`config.mk`:
```
export PLATFORM = sky130hd
export DESIGN_NAME = repeating_timer_queue_unit
export DESIGN_NICKNAME = d
export VERILOG_FILES = /design/src/hdl/rtq_pkg.sv /design/src/hdl/rtq_datapath.sv /design/src/hdl/rtq_control.sv /design/src/hdl/repeating_timer_queue_unit.sv
export SDC_FILE = /design/constraint.sdc
export NUM_CORES = 2
export LEC_CHECK = 0
export BUFFER_PORTS_ARGS = -buffer_cell sky130_fd_sc_hd__buf_2
export CAP_MARGIN = 10
export CORE_ASPECT_RATIO = 1.1
export CORE_UTILIZATION = 25
export CTS_CLUSTER_DIAMETER = 150
export DETAILED_ROUTE_END_ITERATION = 6
export PLACE_DENSITY_LB_ADDON = 0.15
export SLEW_MARGIN = 20
export SYNTH_ARGS = -nofsm -noshare
export SYNTH_HDL_FRONTEND = slang
export SYNTH_SLANG_ARGS = --single-unit
```
`constraint.sdc`:
```
create_clock -name clock -period 20.3 [get_ports clock]
set_input_delay 6.09 -clock clock [delete_from_list [all_inputs] [get_ports clock]]
set_output_delay 6.09 -clock clock [all_outputs]
set_load 0.03 [all_outputs]
```
`src/hdl/rtq_pkg.sv`:
```
`timescale 1ns / 1ps
// ----------------------------------------------------------------------------
// rtq_pkg
// shared types, codes and constants of the repeating timer queue
// ----------------------------------------------------------------------------
package rtq_pkg;

   localparam int SLOTS_DEFAULT = 16;
   localparam logic [31:0] FAST_WINDOW_RESET = 32'd1000;

   localparam logic [1:0] OP_ADD    = 2'd0;
   localparam logic [1:0] OP_POLL   = 2'd1;
   localparam logic [1:0] OP_CANCEL = 2'd2;

   localparam logic [2:0] KIND_FIRE   = 3'd0;
   localparam logic [2:0] KIND_DONE   = 3'd1;
   localparam logic [2:0] KIND_ADDED  = 3'd2;
   localparam logic [2:0] KIND_FULL   = 3'd3;
   localparam logic [2:0] KIND_CANCEL = 3'd4;

   localparam logic [1:0] WAKE_EMPTY = 2'd0;
   localparam logic [1:0] WAKE_FAST  = 2'd1;
   localparam logic [1:0] WAKE_LONG  = 2'd2;

   // controller to datapath
   typedef struct packed {
      logic load_req;    // capture input item
      logic scan_clear;  // start a scan
      logic scan_step;   // examine slot at scan index
      logic use_done;    // scan skips slots already handled this poll
      logic add_write;   // write new timer into free slot
      logic cancel_mark; // mark slot at scan index if owner matches
      logic fire_apply;  // fire or drop best slot
      logic poll_start;  // clear handled bits
      logic set_fast;
      logic clr_fast;
   } ctrl_type;

   // datapath to controller
   typedef struct packed {
      logic scan_last;   // scan index at last slot
      logic best_found;
      logic best_due;    // best distance <= 0
      logic best_cancel;
      logic free_found;
      logic is_fast;     // best distance below window or not positive
   } stat_type;

endpackage

```
`src/hdl/rtq_datapath.sv`:
```
`timescale 1ns / 1ps
// ----------------------------------------------------------------------------
// rtq_datapath
// slot storage, serial scan for earliest deadline and free slot
// ----------------------------------------------------------------------------
module rtq_datapath import rtq_pkg::*; #(
   parameter int SLOTS = SLOTS_DEFAULT,
   localparam int IW = (SLOTS > 1) ? $clog2(SLOTS) : 1
) (
   input  logic        clock,
   input  logic        reset,
   input  ctrl_type    ctrl,
   output stat_type    stat,
   input  logic [7:0]  req_owner_id,
   input  logic [23:0] req_period,
   input  logic [15:0] req_repeat_count,
   input  logic        req_forever_req,
   input  logic [31:0] req_now,
   input  logic [31:0] fast_window,
   output logic [7:0]  best_owner,
   output logic [31:0] best_dist
);

   logic [SLOTS-1:0] valid_ff, valid_in;
   logic [SLOTS-1:0] handled_ff, handled_in;
   logic [SLOTS-1:0] cancel_ff;
   logic [31:0] deadline_ff [SLOTS];
   logic [23:0] period_ff   [SLOTS];
   logic [15:0] remain_ff   [SLOTS];
   logic [SLOTS-1:0] endless_ff;
   logic [7:0]  owner_ff    [SLOTS];
   logic        fast_ff, fast_in;

   logic [7:0]  r_owner_ff;
   logic [23:0] r_period_ff;
   logic [15:0] r_reps_ff;
   logic        r_forever_ff;
   logic [31:0] r_now_ff;

   logic [IW-1:0] idx_ff, idx_in;
   logic [IW-1:0] best_ff, best_in;
   logic [31:0]   bdist_ff, bdist_in;
   logic          bfound_ff, bfound_in;
   logic [IW-1:0] free_ff, free_in;
   logic          ffound_ff, ffound_in;

   logic [31:0] cur_dist;
   logic        cand;
   logic [15:0] rem_dec;
   logic        reload;

   assign cur_dist = deadline_ff[idx_ff] - r_now_ff;
   assign cand = valid_ff[idx_ff] && !(ctrl.use_done && handled_ff[idx_ff]);
   assign rem_dec = remain_ff[best_ff] - 16'd1;
   assign reload = endless_ff[best_ff] ||
                   (remain_ff[best_ff] > 16'd1);

   always_comb begin
      idx_in = idx_ff;
      best_in = best_ff;
      bdist_in = bdist_ff;
      bfound_in = bfound_ff;
      free_in = free_ff;
      ffound_in = ffound_ff;
      valid_in = valid_ff;
      handled_in = handled_ff;
      fast_in = fast_ff;
      if (ctrl.scan_clear) begin
         idx_in = '0;
         bfound_in = 1'b0;
         ffound_in = 1'b0;
      end else if (ctrl.scan_step) begin
         if (cand && (!bfound_ff || $signed(cur_dist) < $signed(bdist_ff))) begin
            best_in = idx_ff;
            bdist_in = cur_dist;
            bfound_in = 1'b1;
         end
         if (!valid_ff[idx_ff] && !ffound_ff) begin
            free_in = idx_ff;
            ffound_in = 1'b1;
         end
         if (!stat.scan_last) idx_in = idx_ff + IW'(1);
      end
      if (ctrl.poll_start) handled_in = '0;
      if (ctrl.add_write) valid_in[free_ff] = 1'b1;
      if (ctrl.fire_apply) begin
         handled_in[best_ff] = 1'b1;
         if (cancel_ff[best_ff] || !reload) valid_in[best_ff] = 1'b0;
      end
      if (ctrl.set_fast) fast_in = 1'b1;
      if (ctrl.clr_fast) fast_in = 1'b0;
   end

   always_ff @(posedge clock) begin
      if (reset) begin
         valid_ff <= '0;
         fast_ff <= 1'b1;
      end else begin
         valid_ff <= valid_in;
         fast_ff <= fast_in;
      end
      handled_ff <= handled_in;
      idx_ff <= idx_in;
      best_ff <= best_in;
      bdist_ff <= bdist_in;
      bfound_ff <= bfound_in;
      free_ff <= free_in;
      ffound_ff <= ffound_in;
      if (ctrl.load_req) begin
         r_owner_ff <= req_owner_id;
         r_period_ff <= req_period;
         r_reps_ff <= req_repeat_count;
         r_forever_ff <= req_forever_req;
         r_now_ff <= req_now;
      end
      if (ctrl.add_write) begin
         deadline_ff[free_ff] <= r_now_ff + 32'(r_period_ff);
         period_ff[free_ff] <= r_period_ff;
         remain_ff[free_ff] <= r_reps_ff;
         endless_ff[free_ff] <= r_forever_ff;
         cancel_ff[free_ff] <= 1'b0;
         owner_ff[free_ff] <= r_owner_ff;
      end
      if (ctrl.cancel_mark && valid_ff[idx_ff] && owner_ff[idx_ff] == r_owner_ff)
         cancel_ff[idx_ff] <= 1'b1;
      if (ctrl.fire_apply && !cancel_ff[best_ff]) begin
         if (!endless_ff[best_ff] && remain_ff[best_ff] != 16'd0)
            remain_ff[best_ff] <= rem_dec;
         if (reload) deadline_ff[best_ff] <= r_now_ff + 32'(period_ff[best_ff]);
      end
   end

   assign stat.scan_last = (idx_ff == IW'(SLOTS - 1));
   assign stat.best_found = bfound_ff;
   assign stat.best_due = $signed(bdist_ff) <= 0;
   assign stat.best_cancel = cancel_ff[best_ff];
   assign stat.free_found = ffound_ff;
   assign stat.is_fast = ($signed(bdist_ff) <= 0) || (bdist_ff < fast_window);
   assign best_owner = owner_ff[best_ff];
   assign best_dist = bdist_ff;

endmodule

```
`src/hdl/rtq_control.sv`:
```
`timescale 1ns / 1ps
// ----------------------------------------------------------------------------
// rtq_control
// sequencer for add, cancel and poll, drives the result register
// ----------------------------------------------------------------------------
module rtq_control import rtq_pkg::*; (
   input  logic        clock,
   input  logic        reset,
   input  logic        req_valid,
   output logic        req_stall,
   input  logic [1:0]  req_op,
   output logic        rsp_valid,
   input  logic        rsp_stall,
   output logic [2:0]  rsp_kind,
   output logic [7:0]  rsp_fired_id,
   output logic [1:0]  rsp_wake_mode,
   output logic [31:0] rsp_wake_delay,
   output logic        rsp_last,
   output ctrl_type    ctrl,
   input  stat_type    stat,
   input  logic [7:0]  best_owner,
   input  logic [31:0] best_dist
);

   typedef enum logic [6:0] {
      S_IDLE   = 7'b0000001,
      S_ADD    = 7'b0000010,
      S_CANCEL = 7'b0000100,
      S_SCAN   = 7'b0001000,
      S_DECIDE = 7'b0010000,
      S_FINAL  = 7'b0100000,
      S_OUT    = 7'b1000000
   } state_type;

   state_type state_ff, state_in;
   logic [1:0] op_ff, op_in;
   logic       final_ff, final_in;  // final scan of a poll
   logic       done_ff, done_in;    // return to idle once result taken
   logic       ov_ff, ov_in;
   logic [2:0] ok_ff, ok_in;
   logic [7:0] oid_ff, oid_in;
   logic [1:0] om_ff, om_in;
   logic [31:0] od_ff, od_in;
   logic       ol_ff, ol_in;
   logic       req_acc;

   assign req_stall = (state_ff != S_IDLE);
   assign req_acc = req_valid && !req_stall;

   always_comb begin
      state_in = state_ff;
      op_in = op_ff;
      final_in = final_ff;
      done_in = done_ff;
      ov_in = ov_ff;
      ok_in = ok_ff; oid_in = oid_ff; om_in = om_ff; od_in = od_ff; ol_in = ol_ff;
      ctrl = '0;
      case (state_ff)
         S_IDLE: begin
            if (req_acc) begin
               ctrl.load_req = 1'b1;
               ctrl.scan_clear = 1'b1;
               ctrl.poll_start = 1'b1;
               op_in = req_op;
               final_in = 1'b0;
               case (req_op)
                  OP_ADD:    state_in = S_SCAN;
                  OP_POLL:   state_in = S_SCAN;
                  OP_CANCEL: state_in = S_CANCEL;
                  default:   state_in = S_IDLE;
               endcase
            end
         end
         S_CANCEL: begin
            ctrl.cancel_mark = 1'b1;
            ctrl.scan_step = 1'b1;
            if (stat.scan_last) begin
               ok_in = KIND_CANCEL; oid_in = '0; om_in = WAKE_EMPTY; od_in = '0;
               ol_in = 1'b1; ov_in = 1'b1; done_in = 1'b1;
               state_in = S_OUT;
            end
         end
         S_SCAN: begin
            ctrl.scan_step = 1'b1;
            ctrl.use_done = !final_ff;
            if (stat.scan_last)
               state_in = (op_ff == OP_ADD) ? S_ADD : (final_ff ? S_FINAL : S_DECIDE);
         end
         S_ADD: begin
            ol_in = 1'b1; oid_in = '0; om_in = WAKE_EMPTY; od_in = '0;
            ov_in = 1'b1; done_in = 1'b1;
            if (stat.free_found) begin
               ctrl.add_write = 1'b1;
               ctrl.set_fast = 1'b1;
               ok_in = KIND_ADDED;
            end else begin
               ok_in = KIND_FULL;
            end
            state_in = S_OUT;
         end
         S_DECIDE: begin
            ctrl.scan_clear = 1'b1;
            state_in = S_SCAN;
            if (!stat.best_found || !stat.best_due) begin
               final_in = 1'b1;
            end else begin
               ctrl.fire_apply = 1'b1;
               if (!stat.best_cancel) begin
                  ok_in = KIND_FIRE; oid_in = best_owner; om_in = WAKE_EMPTY;
                  od_in = '0; ol_in = 1'b0; ov_in = 1'b1; done_in = 1'b0;
                  state_in = S_OUT;
               end
            end
         end
         S_FINAL: begin
            ok_in = KIND_DONE; oid_in = '0; ol_in = 1'b1; ov_in = 1'b1;
            done_in = 1'b1; od_in = '0;
            if (!stat.best_found) begin
               om_in = WAKE_EMPTY;
            end else if (stat.is_fast) begin
               om_in = WAKE_FAST;
               ctrl.set_fast = 1'b1;
            end else begin
               om_in = WAKE_LONG;
               od_in = best_dist;
               ctrl.clr_fast = 1'b1;
            end
            state_in = S_OUT;
         end
         S_OUT: begin
            if (!rsp_stall) begin
               ov_in = 1'b0;
               state_in = done_ff ? S_IDLE : S_SCAN;
            end
         end
         default: state_in = S_IDLE;
      endcase
   end

   always_ff @(posedge clock) begin
      if (reset) begin
         state_ff <= S_IDLE;
         ov_ff <= 1'b0;
      end else begin
         state_ff <= state_in;
         ov_ff <= ov_in;
      end
      op_ff <= op_in;
      final_ff <= final_in;
      done_ff <= done_in;
      ok_ff <= ok_in; oid_ff <= oid_in; om_ff <= om_in; od_ff <= od_in; ol_ff <= ol_in;
   end

   assign rsp_valid = ov_ff;
   assign rsp_kind = ok_ff;
   assign rsp_fired_id = oid_ff;
   assign rsp_wake_mode = om_ff;
   assign rsp_wake_delay = od_ff;
   assign rsp_last = ol_ff;

endmodule

```
`src/hdl/repeating_timer_queue_unit.sv`:
```
`timescale 1ns / 1ps
// ----------------------------------------------------------------------------
// repeating_timer_queue_unit
// queue of repeating software timers with add, cancel and poll
// ----------------------------------------------------------------------------
// req_ carries one operation per transfer (add, poll, cancel); rsp_ returns
// the result items, the final one of each operation flagged by rsp_last.
// csr_ writes the fast window register, which the user must do only while the
// unit is idle; the unit itself does not enforce this. One operation is
// handled at a time; req_stall is high from acceptance until the last result
// transfer has completed and drops once the unit is back in idle.
// Add and cancel each make one serial pass over the slots. Poll makes one
// search pass per due timer, firing it or dropping it if it was cancelled,
// then a last search that finds nothing due and a final scan that closes
// with the done item. A stalled receiver holds the result register and the
// scan waits with it. Reset clears all slot valid bits, the fast flag goes
// to one and the fast window returns to 1000 ticks.
// ----------------------------------------------------------------------------
module repeating_timer_queue_unit import rtq_pkg::*; #(
   parameter int SLOTS = SLOTS_DEFAULT
) (
   input  logic        clock,
   input  logic        reset,
   input  logic        req_valid,
   output logic        req_stall,
   input  logic [1:0]  req_op,
   input  logic [7:0]  req_owner_id,
   input  logic [23:0] req_period,
   input  logic [15:0] req_repeat_count,
   input  logic        req_forever_req,
   input  logic [31:0] req_now,
   output logic        rsp_valid,
   input  logic        rsp_stall,
   output logic [2:0]  rsp_kind,
   output logic [7:0]  rsp_fired_id,
   output logic [1:0]  rsp_wake_mode,
   output logic [31:0] rsp_wake_delay,
   output logic        rsp_last,
   input  logic        csr_valid,
   output logic        csr_ready,
   input  logic [31:0] csr_data
);

   ctrl_type    ctrl;
   stat_type    stat;
   logic [7:0]  best_owner;
   logic [31:0] best_dist;
   logic [31:0] window_ff;

   assign csr_ready = 1'b1;

   always_ff @(posedge clock) begin
      if (reset) window_ff <= FAST_WINDOW_RESET;
      else if (csr_valid && csr_ready) window_ff <= csr_data;
   end

   rtq_control u_control (
      .clock, .reset, .req_valid, .req_stall, .req_op,
      .rsp_valid, .rsp_stall, .rsp_kind, .rsp_fired_id, .rsp_wake_mode,
      .rsp_wake_delay, .rsp_last, .ctrl, .stat, .best_owner, .best_dist
   );

   rtq_datapath #(.SLOTS(SLOTS)) u_datapath (
      .clock, .reset, .ctrl, .stat, .req_owner_id, .req_period,
      .req_repeat_count, .req_forever_req, .req_now,
      .fast_window(window_ff), .best_owner, .best_dist
   );

endmodule

```
==> out/qor.yml <==
status:
  status: "finished clean"
finish:
  multi_input_area_mm2: 0.0181
  synthToLayoutAreaGrowth_pct: 18.0
  drive_gt1_share_pct: 27.9
  fillCellCount: 25160
  seq_area_mm2: 0.0461
  nets: 3942
  fin_util_pct: 29.8
synth:
  syn-cell-area_mm2: 0.0650
  ys_ff_latch: 1568
  ys.flop_type: "edfxtp_1"
  synthAdderAreaFrac_pct: 2.43
  avgSynthCellArea_um2: 19.2
  yosys_warnings: 0
  synth_most_common_cell: "edfxtp_1"
  ys_seq_area_share_pct: 70.9
  synth.area.top_cells: "edfxtp_1 68%, mux4_2 15%, dfxtp_1 3.1%"
  synth.distinct_cells: 77
  synth-async-reset-ratio_pct: 0
  synth_nets: 3628
  netlist_top_cells_count: "1,466 x edfxtp_1, 419 x mux4_2, 142 x inv_1, 125 x nor2_1"
  synth_cells: 3383
  synth-xor-area-share_pct: 0.998
  synth.top_cell.area_share_pct: 67.8
  synth_edf_count: 1466
  synth_top_family_by_area: "multiplexers"
  synthMuxAreaShare_pct: 16.9
  synth_compound_area_share_pct: 3.54
  synth_top_cell_by_area: "edfxtp_1"
  synth_simple_gate_area_share_pct: 3.31
global_route:
  antenna_found_initial: 17
  grt_pass1_vias: 35244
  grt_pass1_wl_um: 277000
  grt_max_degree: 80
  grt_overflow: 0
  grt_util_all_layers_pct: 15.0
floorplanning:
  core_mm2: 0.257
  core.rowCount: 195
  die_h_um: 537
  start_util_pct: 25.2
  die_w_um: 488
  ios: 169
  dieArea_mm2: 0.262
clocking:
  clk_latency_ns: 0.83
  clkSlewWorstSetupHoldPaths_ns: 0.06
  cts_setup_buffers: 0
  cts-htree-levels: 4
  ctsResizeCount: 0
  cts_buffer_depth: 3
  cts_sinks: 1568
  cts_root_buffer: "clkbuf_16"
  cts_buffers: 184
  holdBufCountCts: 0
  cts_tree: "built"
timing:
  relSlewSlack_pct: 24.5
  fin_tns_setup_ns: 0
  finalClockSkew_ns: 0.0372
  setup_viol: 0
  hold_viol: 0
  max_freq_ghz: 0.109
  rsz0062_at_grt: "false"
  final_max_slew_viol_count: 0
  tightest_slew_ns: 1.12
  min_period_ns: 9.14
  period_share_pct: 45.0
setup_path:
  crit_buf_inv: 4
  r2r_cells: 24
  crit_arrival_ns: 9.59
  reg2reg_slack_ns: 11.16
  r2r-end: "u_datapath.best_dist[23]"
  endpoint: "u_datapath.best_dist[23]"
  path_class: "reg -> reg"
  crit_required_ns: 20.75
  path_delay_family: "compound AO/OA/AOI/OAI gates"
  endpoint_kind: "flop"
  start_kind: "flop"
  crit_fanout: 40
  cp_slowest_cell: "dfxtp_4"
  cp.depth: 24
  cp_cell_sequence: "buf_4 > buf_4 > mux4_2 > mux4_2 > ha_1 > a21o_1 > a221oi_1 > o21ba_2 > o211a_1 > a211oi_1 > o211ai_1 > o211ai_1 > a2111oi_0 > or3b_2 > ha_1 > nand4_1 > nor3_1 > nor2_1 > o211ai_1 > xor2_1 > o21ai_0 > a21o_1 > inv_1 > buf_4"
  critical-path-max-stage-delay_ns: 0.91
pwr:
  p_sw_mw: 2.08
  combPwrFrac_pct: 12.0
  vdd_drop_max_uv: 96.9
  p_seq_share_pct: 47.7
  p_int_mw: 6.12
  powerDensity_mw_per_mm2: 107
  p_leak_nw: 24.8
  p_sw_share_pct: 25.3
  clkPwrFrac_pct: 40.3
worst_hold_path:
  min_path_cells: 2
  hold_class: "reg -> reg"
routing:
  drc: 0
  wl_per_cell_um: 26.9
  dr.pass1.iters: 5
  num_vias: 33225
  drtAntennaViolNets: 0
  drt_first_iter_violations: 2509
  vias_per_cell: 4.56
  totalWireLength_um: 196000
flow_run:
  maxCapViolations: 0
placement:
  dp_hpwl_um: 117000
  gp_congestion: 0.770
  io_buffer_count: 167
## area by class of cell
| cell class | instances | share of cell area (%) |
|---|---|---|
| antenna | 1 | 0.00326 |
| clock inverter | 103 | 1.49 |
| clock buffer | 229 | 6.31 |
| timing repair buffer | 270 | 2.11 |
| tap | 3447 | 5.62 |
| inverter | 145 | 0.716 |
| multi-input combinational | 1528 | 23.6 |
| sequential | 1568 | 60.1 |
## flip-flops by register name, summed over array words and instances, names as in the netlist, 24 cells and up, named ones only
| register | count |
|---|---|
| window_ff | 32 |
| u_datapath.owner_ff | 128 |
| u_datapath.r_period_ff | 24 |
| u_datapath.period_ff | 384 |
| u_datapath.best_dist | 32 |
| u_control.rsp_wake_delay | 32 |
| u_datapath.r_now_ff | 32 |
| u_datapath.deadline_ff | 512 |
| u_datapath.remain_ff | 256 |
## cell families after synthesis
kind of cell / after synthesis
AOI/OAI and AO/OA: 364
xor gates and xnor gates: 74
adders and majority gates: 125
buffers and inverters: 287
DFF: 1568
muxes: 518
other: 2
and+or+nand+nor: 445
## placed cells by master, fill, tap and decap left out, types with 41 or more instances in the layout
cell / instances
nor3_1: 52
nand2_1: 120
inv_1: 125
edfxtp_1: 1466
o21ai_0: 88
xnor2_1: 41
a21oi_1: 68
clkbuf_1: 41
buf_4: 102
clkbuf_16: 186
dfxtp_1: 94
nor2_1: 125
buf_2: 167
ha_1: 123
a21o_1: 41
mux4_2: 419
## power groups by stage
stage / registers [mW] / clock network (mW) / logic (mW)
3_3_place_gp: 3.99 / 0 / 0.988
3_5_place_dp: 3.99 / 0 / 0.996
2_1_floorplan: 3.93 / 0 / 0.624
6_report: 3.91 / 3.30 / 0.981
5_1_grt: 3.93 / 3.51 / 1.08
4_1_cts: 3.92 / 3.40 / 0.999
## worst reg2reg max path, delay by kind of cell (launching register included)
kind / cells / cell delay (ns)
buf+inv: 4 / 2.34
xor+xnor: 1 / 0.23
mux: 2 / 1.17
flops: 1 / 0.91
compound gates: 11 / 2.36
fa+ha+maj: 2 / 0.78
simple gates: 4 / 0.94
## layer usage
metal / up-vias / track usage (%) / wire length [um] / part of all wire [%]
li1: 14463 / - / - / -
met1: 17812 / 19.9 / 87300 / 45
met2: 704 / 25.7 / 98000 / 50
met3: 246 / 2.11 / 6900 / 3.5
met4: 0 / 3.55 / 3900 / 2.0
met5: - / 0 / 0 / 0
## through the flow
step	std cells	hold WS (ns)	instance area, um2	setup slack [ns]	power (mW)
after floorplan	3383	0.409	65000	11.90	4.55
after detailed placement	6958	0.439	70600	10.92	4.98
after global placement	6958	0.431	70600	10.79	4.98
final	7291	0.448	76700	11.16	8.20
after global routing	7291	0.468	76700	10.31	8.52
after CTS	7290	0.448	76600	10.84	8.32
## worst min path at each step
stage	slack [ns]	to	start
5_1_grt	0.47	u_control.state_ff[1]	u_control.op_ff[1]
3_3_place_gp	0.43	u_datapath.handled_ff[7]	u_datapath.handled_ff[7]
4_1_cts	0.45	u_control.state_ff[1]	u_control.op_ff[1]
2_1_floorplan	0.41	u_control.state_ff[1]	u_control.op_ff[0]
3_5_place_dp	0.44	u_datapath.handled_ff[15]	u_datapath.handled_ff[15]
6_report	0.45	u_datapath.handled_ff[7]	u_datapath.handled_ff[7]
Power figures use the tool's default switching activity.
